--- src/hdl/tensor_element_to_fp32_macros.svh ---
// Assertion macros for the tensor element converter.
// No dependencies; included by files that carry assertions.
`ifndef TENSOR_ELEMENT_TO_FP32_MACROS_SVH
`define TENSOR_ELEMENT_TO_FP32_MACROS_SVH
`ifndef SYNTHESIS
`define TEF_ASSERT_IMP(label, clk, rstn, ante, cons) \
    label: assert property (@(posedge clk) disable iff (!rstn) (ante) |-> (cons)) \
        else $error("assertion failed");
`define TEF_ASSERT_NEXT(label, clk, rstn, ante, cons) \
    label: assert property (@(posedge clk) disable iff (!rstn) (ante) |=> (cons)) \
        else $error("assertion failed");
`else
`define TEF_ASSERT_IMP(label, clk, rstn, ante, cons)
`define TEF_ASSERT_NEXT(label, clk, rstn, ante, cons)
`endif
`endif

--- src/hdl/tef_pkg.sv ---
// Shared types and constants for the tensor element converter.
// No dependencies.
package tef_pkg;
    localparam int unsigned QueueDepth = 2;

    typedef enum logic [3:0] {
        TYPE_F32  = 4'd0,
        TYPE_F16  = 4'd1,
        TYPE_BF16 = 4'd2,
        TYPE_I64  = 4'd3,
        TYPE_I32  = 4'd4,
        TYPE_U8   = 4'd5,
        TYPE_BOOL = 4'd6,
        TYPE_C64  = 4'd7
    } elem_type_t;

    typedef enum logic [1:0] {
        ST_OK    = 2'd0,
        ST_NOIMP = 2'd1,
        ST_UNSUP = 2'd2
    } status_t;

    // class of work the back end must do
    typedef enum logic [1:0] {
        OP_PASS = 2'd0,   // bits already final
        OP_HALF = 2'd1,   // half to single
        OP_INT  = 2'd2    // integer magnitude round
    } op_t;

    typedef struct packed {
        op_t         op;
        logic        neg;
        logic [63:0] mag;
        logic [1:0]  status;
    } work_t;

    localparam logic [1:0] AddrElemType = 2'd0;
endpackage

--- src/hdl/tef_front.sv ---
// Front end: classifies a word by element type and forms the work record.
// Depends on tef_pkg.
module tef_front (
    input  logic [3:0]           element_type,
    input  logic [63:0]          raw_bits,
    output tef_pkg::work_t       work
);
    logic [63:0] x32;
    always_comb begin
        x32 = {32'd0, raw_bits[31:0]};
        work = '{op: tef_pkg::OP_PASS, neg: 1'b0, mag: 64'd0, status: tef_pkg::ST_OK};
        case (element_type)
            tef_pkg::TYPE_F32:  work.mag = x32;
            tef_pkg::TYPE_F16: begin
                work.op  = tef_pkg::OP_HALF;
                work.mag = {48'd0, raw_bits[15:0]};
            end
            tef_pkg::TYPE_BF16: work.mag = {32'd0, raw_bits[15:0], 16'd0};
            tef_pkg::TYPE_I64: begin
                work.op  = tef_pkg::OP_INT;
                work.neg = raw_bits[63];
                work.mag = raw_bits[63] ? (~raw_bits + 64'd1) : raw_bits;
            end
            tef_pkg::TYPE_I32: begin
                work.op  = tef_pkg::OP_INT;
                work.neg = raw_bits[31];
                work.mag = raw_bits[31] ? {32'd0, ~raw_bits[31:0] + 32'd1} : x32;
            end
            tef_pkg::TYPE_U8, tef_pkg::TYPE_BOOL: begin
                work.op  = tef_pkg::OP_INT;
                work.mag = {56'd0, raw_bits[7:0]};
            end
            tef_pkg::TYPE_C64: work.status = tef_pkg::ST_NOIMP;
            default:           work.status = tef_pkg::ST_UNSUP;
        endcase
    end
endmodule

--- src/hdl/tef_queue.sv ---
// Small FIFO of work records between front and back ends.
// Depends on tef_pkg and the macros header.
`include "tensor_element_to_fp32_macros.svh"
module tef_queue #(
    parameter int unsigned DEPTH = tef_pkg::QueueDepth
) (
    input  logic           aclk,
    input  logic           aresetn,
    input  logic           in_valid,
    output logic           in_ready,
    input  tef_pkg::work_t in_work,
    output logic           out_valid,
    input  logic           out_ready,
    output tef_pkg::work_t out_work
);
    localparam int unsigned AW = (DEPTH > 1) ? $clog2(DEPTH) : 1;
    tef_pkg::work_t mem [DEPTH];
    logic [AW-1:0] wp_reg, rp_reg;
    logic [AW:0]   cnt_reg;
    logic push, pop;

    assign in_ready  = (cnt_reg != AW'(0) + (AW+1)'(DEPTH)) || out_ready;
    assign out_valid = cnt_reg != '0;
    assign push = in_valid && in_ready;
    assign pop  = out_valid && out_ready;
    assign out_work = mem[rp_reg];

    always_ff @(posedge aclk) begin
        if (push) begin
            mem[wp_reg] <= in_work;
        end
        if (!aresetn) begin
            wp_reg  <= '0;
            rp_reg  <= '0;
            cnt_reg <= '0;
        end else begin
            if (push) begin
                wp_reg <= (wp_reg == AW'(DEPTH-1)) ? '0 : wp_reg + 1'b1;
            end
            if (pop) begin
                rp_reg <= (rp_reg == AW'(DEPTH-1)) ? '0 : rp_reg + 1'b1;
            end
            cnt_reg <= cnt_reg + (AW+1)'(push) - (AW+1)'(pop);
        end
    end

    `TEF_ASSERT_IMP(a_no_over, aclk, aresetn, 1'b1, cnt_reg <= (AW+1)'(DEPTH))
    `TEF_ASSERT_NEXT(a_cnt_up, aclk, aresetn, push && !pop, cnt_reg == $past(cnt_reg) + 1'b1)
    `TEF_ASSERT_NEXT(a_cnt_dn, aclk, aresetn, pop && !push, cnt_reg == $past(cnt_reg) - 1'b1)
endmodule

--- src/hdl/tef_back.sv ---
// Back end: two-stage conversion (normalize, then round and pack).
// Depends on tef_pkg.
module tef_back (
    input  logic           aclk,
    input  logic           aresetn,
    input  logic           in_valid,
    output logic           in_ready,
    input  tef_pkg::work_t in_work,
    output logic           out_valid,
    input  logic           out_ready,
    output logic [31:0]    float_bits,
    output logic [1:0]     status
);
    // stage 1: leading-one position and left-aligned magnitude
    logic        s1_v_reg, s2_v_reg;
    logic        s1_ready, s2_ready;
    tef_pkg::op_t s1_op_reg;
    logic        s1_neg_reg, s1_zero_reg;
    logic [5:0]  s1_p_reg;
    logic [63:0] s1_norm_reg;
    logic [1:0]  s1_st_reg;
    logic [5:0]  p_next;
    logic [63:0] norm_next;
    logic [31:0] float_bits_reg;
    logic [1:0]  status_reg;

    assign s2_ready = !s2_v_reg || out_ready;
    assign s1_ready = !s1_v_reg || s2_ready;
    assign in_ready = s1_ready;

    always_comb begin
        p_next = '0;
        for (int i = 0; i < 64; i++) begin
            if (in_work.mag[i]) begin
                p_next = 6'(i);
            end
        end
        norm_next = in_work.mag << (6'd63 - p_next);
    end

    always_ff @(posedge aclk) begin
        if (s1_ready && in_valid) begin
            s1_op_reg   <= in_work.op;
            s1_neg_reg  <= in_work.neg;
            s1_zero_reg <= in_work.mag == 64'd0;
            s1_p_reg    <= p_next;
            s1_norm_reg <= (in_work.op == tef_pkg::OP_INT) ? norm_next : in_work.mag;
            s1_st_reg   <= in_work.status;
        end
        if (!aresetn) begin
            s1_v_reg <= 1'b0;
        end else if (s1_ready) begin
            s1_v_reg <= in_valid;
        end
    end

    // stage 2: round / pack
    logic [31:0] bits_c;
    logic [23:0] keep;
    logic        lsb, rnd, stk;
    logic [24:0] keep_r;
    logic [15:0] h;
    logic [4:0]  he;
    logic [9:0]  hm, hn;
    logic [3:0]  lz;
    always_comb begin
        keep   = s1_norm_reg[63:40];
        lsb    = keep[0];
        rnd    = s1_norm_reg[39];
        stk    = |s1_norm_reg[38:0];
        keep_r = {1'b0, keep} + 25'(rnd && (stk || lsb));
        h  = s1_norm_reg[15:0];
        he = h[14:10];
        hm = h[9:0];
        lz = '0;
        for (int i = 0; i < 10; i++) begin
            if (hm[i]) begin
                lz = 4'(9 - i);
            end
        end
        hn = 10'(hm << (lz + 4'd1));
        case (s1_op_reg)
            tef_pkg::OP_HALF: begin
                if (he == 5'd0) begin
                    bits_c = (hm == 10'd0) ? {h[15], 31'd0}
                           : {h[15], 8'(8'd112 - 8'(lz)), hn, 13'd0};
                end else if (he == 5'd31) begin
                    bits_c = {h[15], 8'hFF, hm, 13'd0};
                end else begin
                    bits_c = {h[15], 8'(8'(he) + 8'd112), hm, 13'd0};
                end
            end
            tef_pkg::OP_INT: begin
                bits_c = s1_zero_reg ? 32'd0
                       : {s1_neg_reg, 31'((32'(s1_p_reg) + 32'd127) << 23)
                                      + 31'(keep_r - 25'h800000)};
            end
            default: bits_c = s1_norm_reg[31:0];
        endcase
    end

    always_ff @(posedge aclk) begin
        if (s2_ready && s1_v_reg) begin
            float_bits_reg <= bits_c;
            status_reg     <= s1_st_reg;
        end
        if (!aresetn) begin
            s2_v_reg <= 1'b0;
        end else if (s2_ready) begin
            s2_v_reg <= s1_v_reg;
        end
    end
    assign out_valid  = s2_v_reg;
    assign float_bits = float_bits_reg;
    assign status     = status_reg;
endmodule

--- src/hdl/tensor_element_to_fp32.sv ---
// Top level of the tensor element to binary32 converter.
// Depends on tef_pkg, tef_front, tef_queue, tef_back, macros header.
//
//  channel | ports                      | role
//  s_      | s_valid/s_ready, raw_bits  | input word (raw element)
//  m_      | m_valid/m_ready, float,st  | result word
//  apb     | psel..prdata               | element_type register at 0x0
//
// One word per cycle sustained while m_ready stays high; the path is registered
// in the queue, the normalize stage and the pack stage. The front classifies combinationally into a 2-entry
// queue; the back is a two-stage pipeline with its own stall chain.
// aresetn is synchronous, active low; it clears element_type to F32.
// Either side may stall; the queue lets the front keep accepting.
`include "tensor_element_to_fp32_macros.svh"
module tensor_element_to_fp32 #(
    parameter int unsigned QUEUE_DEPTH = tef_pkg::QueueDepth
) (
    input  logic        aclk,
    input  logic        aresetn,
    input  logic        psel,
    input  logic        penable,
    input  logic        pwrite,
    input  logic [1:0]  paddr,
    input  logic [31:0] pwdata,
    output logic [31:0] prdata,
    output logic        pready,
    input  logic        s_valid,
    output logic        s_ready,
    input  logic [63:0] s_raw_bits,
    output logic        m_valid,
    input  logic        m_ready,
    output logic [31:0] m_float_bits,
    output logic [1:0]  m_status
);
    logic [3:0] element_type_reg;
    tef_pkg::work_t f_work, q_work;
    logic q_valid, q_ready;

    assign pready = 1'b1;
    assign prdata = (paddr == tef_pkg::AddrElemType) ? {28'd0, element_type_reg} : 32'd0;

    always_ff @(posedge aclk) begin
        if (!aresetn) begin
            element_type_reg <= tef_pkg::TYPE_F32;
        end else if (psel && penable && pwrite && paddr == tef_pkg::AddrElemType) begin
            element_type_reg <= pwdata[3:0];
        end
    end

    tef_front u_front (
        .element_type(element_type_reg),
        .raw_bits    (s_raw_bits),
        .work        (f_work)
    );

    tef_queue #(.DEPTH(QUEUE_DEPTH)) u_queue (
        .aclk, .aresetn,
        .in_valid (s_valid),
        .in_ready (s_ready),
        .in_work  (f_work),
        .out_valid(q_valid),
        .out_ready(q_ready),
        .out_work (q_work)
    );

    tef_back u_back (
        .aclk, .aresetn,
        .in_valid  (q_valid),
        .in_ready  (q_ready),
        .in_work   (q_work),
        .out_valid (m_valid),
        .out_ready (m_ready),
        .float_bits(m_float_bits),
        .status    (m_status)
    );

    `TEF_ASSERT_NEXT(a_hold, aclk, aresetn, m_valid && !m_ready, m_valid && $stable(m_float_bits))
    `TEF_ASSERT_IMP(a_st_range, aclk, aresetn, m_valid, m_status != 2'd3)
    `TEF_ASSERT_IMP(a_err_zero, aclk, aresetn, m_valid && m_status != tef_pkg::ST_OK, m_float_bits == 32'd0)
endmodule

--- config.mk ---
export PLATFORM = sky130hd
export DESIGN_NAME = tensor_element_to_fp32
export DESIGN_NICKNAME = d
export VERILOG_FILES = /design/src/hdl/tef_pkg.sv /design/src/hdl/tef_front.sv /design/src/hdl/tef_queue.sv /design/src/hdl/tef_back.sv /design/src/hdl/tensor_element_to_fp32.sv
export VERILOG_INCLUDE_DIRS = /design/src /design/src/hdl
export SDC_FILE = /design/constraint.sdc
export NUM_CORES = 1
export LEC_CHECK = 0
export BUFFER_PORTS_ARGS = -buffer_cell sky130_fd_sc_hd__buf_2
export CORE_MARGIN = 4
export CORE_UTILIZATION = 50
export DETAILED_ROUTE_END_ITERATION = 6
export PLACE_DENSITY = 0.83
export SLEW_MARGIN = 20
export SYNTH_ARGS = -nofsm -noshare
export SYNTH_HDL_FRONTEND = slang
export SYNTH_SLANG_ARGS = --single-unit
export TNS_END_PERCENT = 100
--- constraint.sdc ---
create_clock -name aclk -period 4.9 [get_ports aclk]
set_input_delay 0.245 -clock aclk [delete_from_list [all_inputs] [get_ports aclk]]
set_output_delay 0.245 -clock aclk [all_outputs]
set_load 0.005 [all_outputs]
* Word level (Yosys, flattened, before mapping)
Memory sizes are Yosys's and may differ from the RTL's. A register that Yosys moved wholly into a read port is not among the register bits. Index checks and enable logic that the tools add are counted.
Word-level totals: register bits 120, memory bits (writable) 138, input bits 105, output and inout bits 69, word-level logic and storage cells 160, memories 1
Cells by class: $add $sub $neg 14, equal/unequal tests 12, shifts and indexed selects 2, mux-type cells 92, bitwise logic cells 2, reduce and logical (&&, ||, !) cells 23
Memory list:
- u_queue.mem | words 2, width 69, read ports 1, clocked after Yosys merged registers in 1, write ports 1, line tef_queue.sv:17 | tef_pkg::work_t mem [DEPTH];
Operator list (number):
- one-hot mux 64 bit (6 select lines) | 1
- two-way mux 6 bit | 62
- two-way mux 64 bit | 2
- two-way mux 31 bit | 3
- adder 64 x 1 -> 64 bit (second input constant) | 1
- zero test 64 bit | 1
- two-way mux 32 bit | 2
- inverter 64 bit | 1
- one-hot mux 32 bit (2 select lines) | 1
- left shift 64 x 6 -> 64 bit | 1
- two-way mux 4 bit | 11
- OR reduction 39 bit | 1
- adder 32 x 1 -> 32 bit (second input constant) | 1
- inverter 32 bit | 1
- adder 31 bit | 1
- subtractor 25 x 24 -> 26 bit (second input constant) | 1
- adder 24 x 1 -> 25 bit | 1
- == test 4 x 3 -> 1 bit (second input constant) | 4
- zero test 10 bit | 1
- left shift 10 x 4 -> 10 bit | 1
- adder 5 x 7 -> 8 bit (second input constant) | 1
- adder 6 x 7 -> 8 bit (second input constant) | 1
- == test 4 x 2 -> 1 bit (second input constant) | 2
- one-hot mux 2 bit (2 select lines) | 2
- other kinds (23) | 41

* Longest topological paths before layout
Gate-level depths: netlist of the first run.
depth in word-level cells 66, mapped depth 21, mapped depth without buffers 21

* By module
Synthesis of the first run repeated with hierarchy kept, for this count alone.
Unflattened totals: cells, all modules 2222, area total of the unflattened synthesis 19971.7 µm²
Modules (own cells, without submodules):
- tef_back | times used 1, cells an instance 1466, area each 11597.4 µm², sequential area each 3343.2 µm²
- tef_queue | times used 1, cells an instance 239, area each 5257.5 µm², sequential area each 4244.1 µm²
- tef_front | times used 1, cells an instance 462, area each 2686.3 µm², sequential area each 0.0 µm²
- tensor_element_to_fp32 | times used 1, cells an instance 55, area each 430.4 µm², sequential area each 80.1 µm²

* Worst setup path after synthesis of the first run
Ideal clock, no wire load.
kind reg2reg, start point reg u_back.s2_v_reg (netlist: u_back.out_valid), end point reg u_queue.cnt_reg[1], library setup time 0.115 ns, data arrival time 5.072 ns, required time 4.785 ns, setup slack -0.287 ns, stages on the path, launching flop included 10, buffers on the path 0, period minus slack after synthesis 5.187 ns, cells stage by stage dfxtp_1 > nor2b_1 > and2_1 > nor2_1 > ha_1 > inv_1 > ha_1 > xnor2_1 > xnor2_1 > and2_1
On the way: elaborated cells on any way between the ends 8, classes of those cells add/sub (2); reduce/logical (6)
RTL lines:
- start, declared | line tef_back.sv:15 | logic s1_v_reg, s2_v_reg;
- start signal, assigned | line tef_back.sv:110 | s2_v_reg <= s1_v_reg;
- zero test 1 bit | line tef_back.sv:27 | assign s2_ready = !s2_v_reg || out_ready;
- logical OR 1 bit | line tef_back.sv:27
- logical OR 1 bit | line tef_back.sv:28 | assign s1_ready = !s1_v_reg || s2_ready;
- logical AND 1 bit | line tef_queue.sv:25 | assign pop = out_valid && out_ready;
- named net u_queue.pop | line tef_queue.sv:20 | logic push, pop;
- subtractor 2 x 1 -> 2 bit | line tef_queue.sv:43 | cnt_reg <= cnt_reg + (AW+1)'(push) - (AW+1)'(pop);
- end signal, assigned | line tef_queue.sv:43
- end, declared | line tef_queue.sv:19 | logic [AW:0] cnt_reg;
The timed path passes the listed nets, and every way through them passes these cells. A chain may end at the register's enable or synchronous reset.

==> run_results.csv, run 1 <==
group,metric,value,unit
cts,insertion_delay,0.57,ns
cts,path_clk_slew,0.07,ns
power_and_ir_drop,ir_worst_vdd,0.329,mV
sta,fmax,214,MHz
global_routing,grt_pass1_vias,16410,
global_routing,met3_usage,0.0342,
detailed_routing,drc_errors,0,
detailed_routing,via_per_inst,6.37,
cells_and_area,fillers,3005,
power_and_ir_drop,p_int,0.00716,W
sta,hold-worst-slack,0.0368,ns
logic_synthesis,synth.distinct_cells,88,
logic_synthesis,ys_warn_count,0,
logic_synthesis,synth-seq-cells,259,
logic_synthesis,ys.flop_type,"edfxtp_1",
cells_and_area,largest_reg_flops,138,
global_routing,grt_max_degree,71,
sta,tightest_slew,0.997,ns
placed_design,gp_congestion,1.03,
cts,postCtsSetupRepairBufs,0,
hold_path,worstHoldPathType,"primary input to flop",
logic_synthesis,synth.top_cell.area_share,0.403,
floorplan,die_h,200,µm
cells_and_area,multi_input_area,10000,µm²
floorplan,dieArea,40100,µm²
detailed_routing,first_pass_iters,6,
global_routing,grt_pass1_wl,98.4,mm
power_and_ir_drop,combPwrFrac,0.533,
detailed_routing,wl_per_cell,24.9,µm
power_and_ir_drop,switching_share,0.421,
sta,finalClockSkew,0.0280,ns
logic_synthesis,synth-async-reset-ratio,0,
critical_path,cp-end-kind,"flop",
power_and_ir_drop,powerDensity,560,nW/µm²
power_and_ir_drop,clockPowerShare,0.166,
sta,rsz0062_at_grt,"false",
cts,htree_levels,1,
global_routing,gr-max-usage-layer,"met2",
logic_synthesis,synth-edff-count,248,
critical_path,critPathMaxFanout,26,
logic_synthesis,syn_avg_cell_area,9.84,µm²
floorplan,initial_core_util,0.506,
cells_and_area,synthToLayoutAreaGrowth,19.3,%
cts,root_buffer,"clkbuf_16",
power_and_ir_drop,seqPwrFrac,0.301,
flow_run,maxCapViolations,0,
floorplan,rows,70,
sta,hold_viol_final,0,
logic_synthesis,synth_cells,1880,
sta,min_period,4.68,ns
sta,setup_viol,0,
detailed_routing,drtIter0Drc,1638,
cts,cts_buffer_depth,3,
global_routing,grt_use_met1,0.406,
critical_path,cp.arrival,4.92,ns
detailed_routing,finalWirelength,66.3,mm
run_status,status,"finished, final reports clean",
sta,slew_violations,0,
critical_path,critPathLaunchType,"flop",
sta,tns,0,ns
logic_synthesis,synth_area_leaders,"edfxtp_1 (40%), mux2i_1 (12%), nand2_1 (3.5%)",
cells_and_area,seqCellArea,7670,µm²
placed_design,port_buffers,116,
cells_and_area,n_antenna_cell,0,
cts,cts_tree,"done",
floorplan,design.core.area,36500,µm²
placed_design,place_hpwl,52.3,mm
detailed_routing,final_antenna_net_count,0,
critical_path,worstPathRequired,5.15,ns
logic_synthesis,ys_top_cells_by_count,"edfxtp_1 (248), mux2i_1 (227), nand2_1 (171)",
power_and_ir_drop,power_switching,0.00520,W
cells_and_area,fin_util,0.604,
sta,fin_crit_sh,0.954,
power_and_ir_drop,p_leak,8.79,nW
global_routing,grt_antenna_before_repair,1,
critical_path,crit_type,"flop to flop",
detailed_routing,dr_total_vias,16979,
sta,relSlewSlack,0.334,
floorplan,pin_count,174,
cells_and_area,nNetsFinal,2300,
logic_synthesis,synth-seq-area-share,0.415,
floorplan,dieWidth,200,µm
global_routing,grt_use_total,0.313,
cells_and_area,drive_gt1_frac,0.235,
logic_synthesis,synth_area,18500,µm²
logic_synthesis,post-synth-top-count-cell,"edfxtp_1",
global_routing,overflow,0,
global_routing,grtUsageMet2,0.530,
cts,cts_buffers,27,
cts,clock_sinks,259,
logic_synthesis,synth_top_cell_by_area,"edfxtp_1",
-- critical path, stage by stage, from the launching register on --
cell	delay, ns
dfxtp_4	0.47
buf_12	0.22
nor3_1	0.31
o221ai_1	0.16
a221oi_1	0.44
o211ai_1	0.19
buf_4	0.19
a221oi_4	0.36
buf_4	0.30
buf_12	0.20
mux2i_1	0.17
or3_1	0.35
o21ai_0	0.11
a221oi_1	0.13
nor3_1	0.43
o21ai_0	0.27
-- timing repair --
item,4_1_cts,5_1_grt
resized for setup,0,0
hold endpoints to repair,4,0
hold buffers,4,0
-- per-stage QoR --
step,cell area [µm²],setup slack (ns),instances,total power (W)
floorplan,18600,0.652,1907,0.00731
finish,22100,0.225,2665,0.0124
global route,22100,0.0848,2665,0.0129
detailed placement,21100,0.340,2612,0.0102
CTS,22100,0.291,2665,0.0122
global placement,21100,0.446,2612,0.0101
-- cell usage in the layout (no fill, tap or decap), types with 14 or more instances in the layout --
cell and instances:
nor3b_1 20, mux2_2 44, and2_1 20, edfxtp_1 248, a221oi_1 20, a22o_1 20
nand2_1 171, buf_2 116, a21oi_1 77, nand3_1 31, ha_1 17, nor3_1 58
nor2b_1 19, buf_4 246, o31ai_1 16, nor2_1 155, clkbuf_16 27, a22oi_1 30
inv_1 45, nor4_1 26, mux2i_1 227, a221o_1 16, o21ai_0 117, xor2_1 43
nand2b_1 14, o22ai_1 43, or3_1 21, conb_1 29, xnor2_1 26
-- power groups by stage --
stage | logic [W] | registers, W | clock network, W
after floorplan | 0.00383 | 0.00349 | 0
after global placement | 0.00635 | 0.00373 | 0
after detailed placement | 0.00641 | 0.00375 | 0
after CTS | 0.00645 | 0.00370 | 0.00208
after global routing | 0.00696 | 0.00376 | 0.00217
final | 0.00658 | 0.00373 | 0.00205
-- logic make-up (layout without fill, tap and decap cells) --
kind of cell | after synthesis | after routing | synth area share
AO/OA/AOI/OAI | 472 | 472 | 0.173
XOR/XNOR | 69 | 69 | 0.0327
adder cells (fa/ha/maj) | 18 | 18 | 0.0126
buffers and inverters | 185 | 475 | 0.0516
flip-flops | 259 | 259 | 0.415
multiplexers | 278 | 278 | 0.158
other | 2 | 29 | 0.000406
AND/OR/NAND/NOR | 597 | 597 | 0.157
-- final timing paths --
| path | startpoint | endpoint | cells past startpoint | slack, ns |
|---|---|---|---|---|
| worst min-delay path | s_raw_bits[62] | u_queue.mem[0][65] | 2 | 0.04 |
| worst max register to register | flop | u_back.s1_norm_reg[58] | 15 | 0.22 |
| worst min register to register | u_back.s1_st_reg[0] | u_back.status[0] | 0 | 0.45 |
| worst max-delay path | flop | u_back.s1_norm_reg[58] | 15 | 0.22 |
-- metal layers --
metal | up-vias | part of all wire
met3 | 194 | 0.072
met2 | 940 | 0.47
met4 | 2 | 0.057
met5 | - | 0.00020
met1 | 8102 | 0.40
li1 | 7741 | -
-- layout make-up --
cell class | count | share of cell area
clock inverter | 21 | 0.00930
clock buffer | 28 | 0.0308
tap | 468 | 0.0265
multi-input combinational | 1463 | 0.455
timing repair buffer | 378 | 0.123
inverter | 48 | 0.00817
sequential | 259 | 0.348
(Power assumes the default switching activity.)
==> run 2, diff against run 1 <==
--- a/config.mk
+++ b/config.mk
@@ -8,9 +8,9 @@
 export LEC_CHECK = 0
 export BUFFER_PORTS_ARGS = -buffer_cell sky130_fd_sc_hd__buf_2
 export CORE_MARGIN = 4
-export CORE_UTILIZATION = 50
+export CORE_UTILIZATION = 41
 export DETAILED_ROUTE_END_ITERATION = 6
-export PLACE_DENSITY = 0.83
+export PLACE_DENSITY = 0.72
 export SLEW_MARGIN = 20
 export SYNTH_ARGS = -nofsm -noshare
 export SYNTH_HDL_FRONTEND = slang
==> run 2 against run 1 <==
Combinational power decreased by 9.3%. Non-clock buffer count decreased by 118. Largest power group unchanged. Clock skew decreased by 0.0043 ns. Critical path depth decreased by 1. Register-to-register slack improved by 0.06 ns. Power decreased by 4.1%. Setup slack improved by 0.061 ns. Via count decreased by 4.4%. Clock power increased by 7%. Sequential share of layout area increased by 1.1 points. Core utilization decreased by 12 points.
==> run_results.csv, run 2 (synthesized netlist as in run 1, its figures left out) <==
group,metric,value,unit
run_status,status,"finished, final reports clean",
hold_path,worstHoldPathType,"primary input to flop",
power_and_ir_drop,power_switching,0.00499,W
detailed_routing,met3_length,4.35,mm
sta,min_period,4.61,ns
floorplan,die_h,220,µm
sta,tightest_slew,0.950,ns
detailed_routing,routed.top_layer,"met4",
sta,setup_viol,0,
global_routing,overflow,0,
floorplan,rows,77,
power_and_ir_drop,seqPwrFrac,0.312,
power_and_ir_drop,switching_share,0.421,
sta,finalClockSkew,0.0237,ns
power_and_ir_drop,clockPowerShare,0.185,
cts,path_clk_slew,0.06,ns
placed_design,place_hpwl,48.6,mm
detailed_routing,first_pass_iters,7,
sta,rsz0062_at_grt,"false",
power_and_ir_drop,combPwrFrac,0.503,
cells_and_area,final_common_cell,"edfxtp_1",
detailed_routing,routed-wl-met2,28.7,mm
cells_and_area,nNetsFinal,2184,
cts,root_buffer,"clkbuf_16",
placed_design,dp_cells,2616,
critical_path,r2r_cells,14,
critical_path,crit_type,"flop to flop",
hold_path,whs_path_depth,2,
detailed_routing,wl_per_cell,23.1,µm
placed_design,gp_congestion,1.02,
cells_and_area,design_area,21400,µm²
global_routing,grt_pass1_vias,15547,
floorplan,dieWidth,220,µm
floorplan,dieArea,48600,µm²
critical_path,slowest_delay,0.60,ns
detailed_routing,drt-met1-wl,26.2,mm
cts,postCtsSetupRepairBufs,0,
detailed_routing,drtIter0Drc,1752,
cts,clock_sinks,259,
critical_path,critPathMaxFanout,32,
cells_and_area,synthToLayoutAreaGrowth,15.6,%
floorplan,design.core.area,44400,µm²
sta,relSlewSlack,0.367,
critical_path,cp.arrival,4.93,ns
sta,fmax,217,MHz
cells_and_area,drive_gt1_frac,0.191,
critical_path,path_cells,"buf_4 > mux2_2 > o211ai_1 > a31oi_1 > a2111oi_1 > o21ai_0 > a21o_2 > buf_12 > a211oi_1 > mux2i_1 > nor2_1 > nor2_1 > buf_4 > o211ai_1",
power_and_ir_drop,p_leak,8.26,nW
flow_run,maxCapViolations,0,
sta,hold_viol_final,0,
detailed_routing,final_antenna_net_count,0,
global_routing,grt_antenna_before_repair,0,
cts,insertion_delay,0.58,ns
power_and_ir_drop,ir_worst_vdd,0.319,mV
placed_design,placed_cell_area,20300,µm²
cells_and_area,instances_no_fill,2674,
cells_and_area,final_cell_mix,"edfxtp_1 (248), mux2i_1 (227), nand2_1 (171)",
hold_path,hold_start,"s_raw_bits[62]",
critical_path,cp-end-kind,"flop",
floorplan,initial_core_util,0.416,
cts,htree_levels,1,
power_and_ir_drop,p_int,0.00687,W
critical_path,crit_path_top_delay_cell,"dfxtp_4",
detailed_routing,drc_errors,0,
critical_path,worstPathRequired,5.21,ns
cts,cts_tree,"done",
cells_and_area,largest_reg_flops,138,
sta,tns,0,ns
detailed_routing,finalWirelength,61.9,mm
cts,cts_buffer_depth,3,
global_routing,grt_pass1_wl,93.3,mm
global_routing,grt_use_total,0.248,
cells_and_area,n_antenna_cell,0,
placed_design,port_buffers,116,
detailed_routing,via_per_inst,6.07,
floorplan,pin_count,174,
critical_path,critPathLaunchType,"flop",
sta,fin_crit_sh,0.942,
detailed_routing,dr_total_vias,16226,
sta,slew_violations,0,
power_and_ir_drop,powerDensity,555,nW/µm²
global_routing,grt_max_degree,78,
cts,cts_buffers,29,
-- run 2: cell types whose count changed in the layout (fill, tap and decap cells not counted), sizes merged --
cell         previous run  this run
inv                    50        54
clkbuf                 28        30
clkinv                 11        10
dlygate4sd3             4         6
clkinvlp                5         2
bufinv                  3         4
buf                   374       254
-- run 2: layout make-up --
class / count / area (µm²)
clock buffer: 30 / 729
clock inverter: 22 / 248
fill: 4085 / 23000
inverter: 48 / 180
multi-input combinational: 1463 / 10000
sequential: 259 / 7670
tap: 592 / 741
timing repair buffer: 260 / 1760
-- run 2: repair_timing --
action                                  in CTS  in global routing
hold endpoints to repair                     7                  0
hold buffers                                 6                  0
endpoints found under the setup margin       0                  4
gates resized for setup                      0                  1
-- run 2: stage by stage --
stage / util / power, W / worst slack [ns] / hold WS (ns)
2_1_floorplan: - / 0.00731 / 0.652 / 0.373
3_3_place_gp: 0.458 / 0.00948 / 0.309 / 0.408
3_5_place_dp: 0.458 / 0.00953 / 0.289 / 0.410
4_1_cts: 0.481 / 0.0118 / 0.256 / 0.0194
5_1_grt: 0.481 / 0.0125 / 0.0691 / 0.0428
6_report: 0.481 / 0.0119 / 0.286 / 0.0482
-- run 2: power by group through the flow --
stage / sequential, W / clock, W / combinational, W
finish: 0.00370 / 0.00219 / 0.00597
floorplan: 0.00349 / 0 / 0.00383
detailed placement: 0.00373 / 0 / 0.00580
global placement: 0.00371 / 0 / 0.00578
global route: 0.00374 / 0.00235 / 0.00636
CTS: 0.00369 / 0.00224 / 0.00584
-- run 2: critical path, delay by kind of cell (launching register included) --
| kind | cells | cell delay (ns) |
|---|---|---|
| compound gates | 7 | 2.27 |
| simple gates | 2 | 0.21 |
| flops | 1 | 0.60 |
| mux | 2 | 0.62 |
| buf+inv | 3 | 0.64 |
-- run 2: worst paths after layout --
path | end | slack, ns
setup / recovery | u_back.s1_norm_reg[45] | 0.29
hold / removal | u_queue.mem[0][65] | 0.05
setup reg to reg | u_back.s1_norm_reg[45] | 0.29
hold reg to reg | u_back.status[1] | 0.42
-- run 2: routing by layer --
layer | GRT usage | up-vias
li1 | - | 7512
met2 | 0.408 | 778
met1 | 0.334 | 7783
met3 | 0.0317 | 153
met4 | 0.0965 | 0
met5 | 0 | -
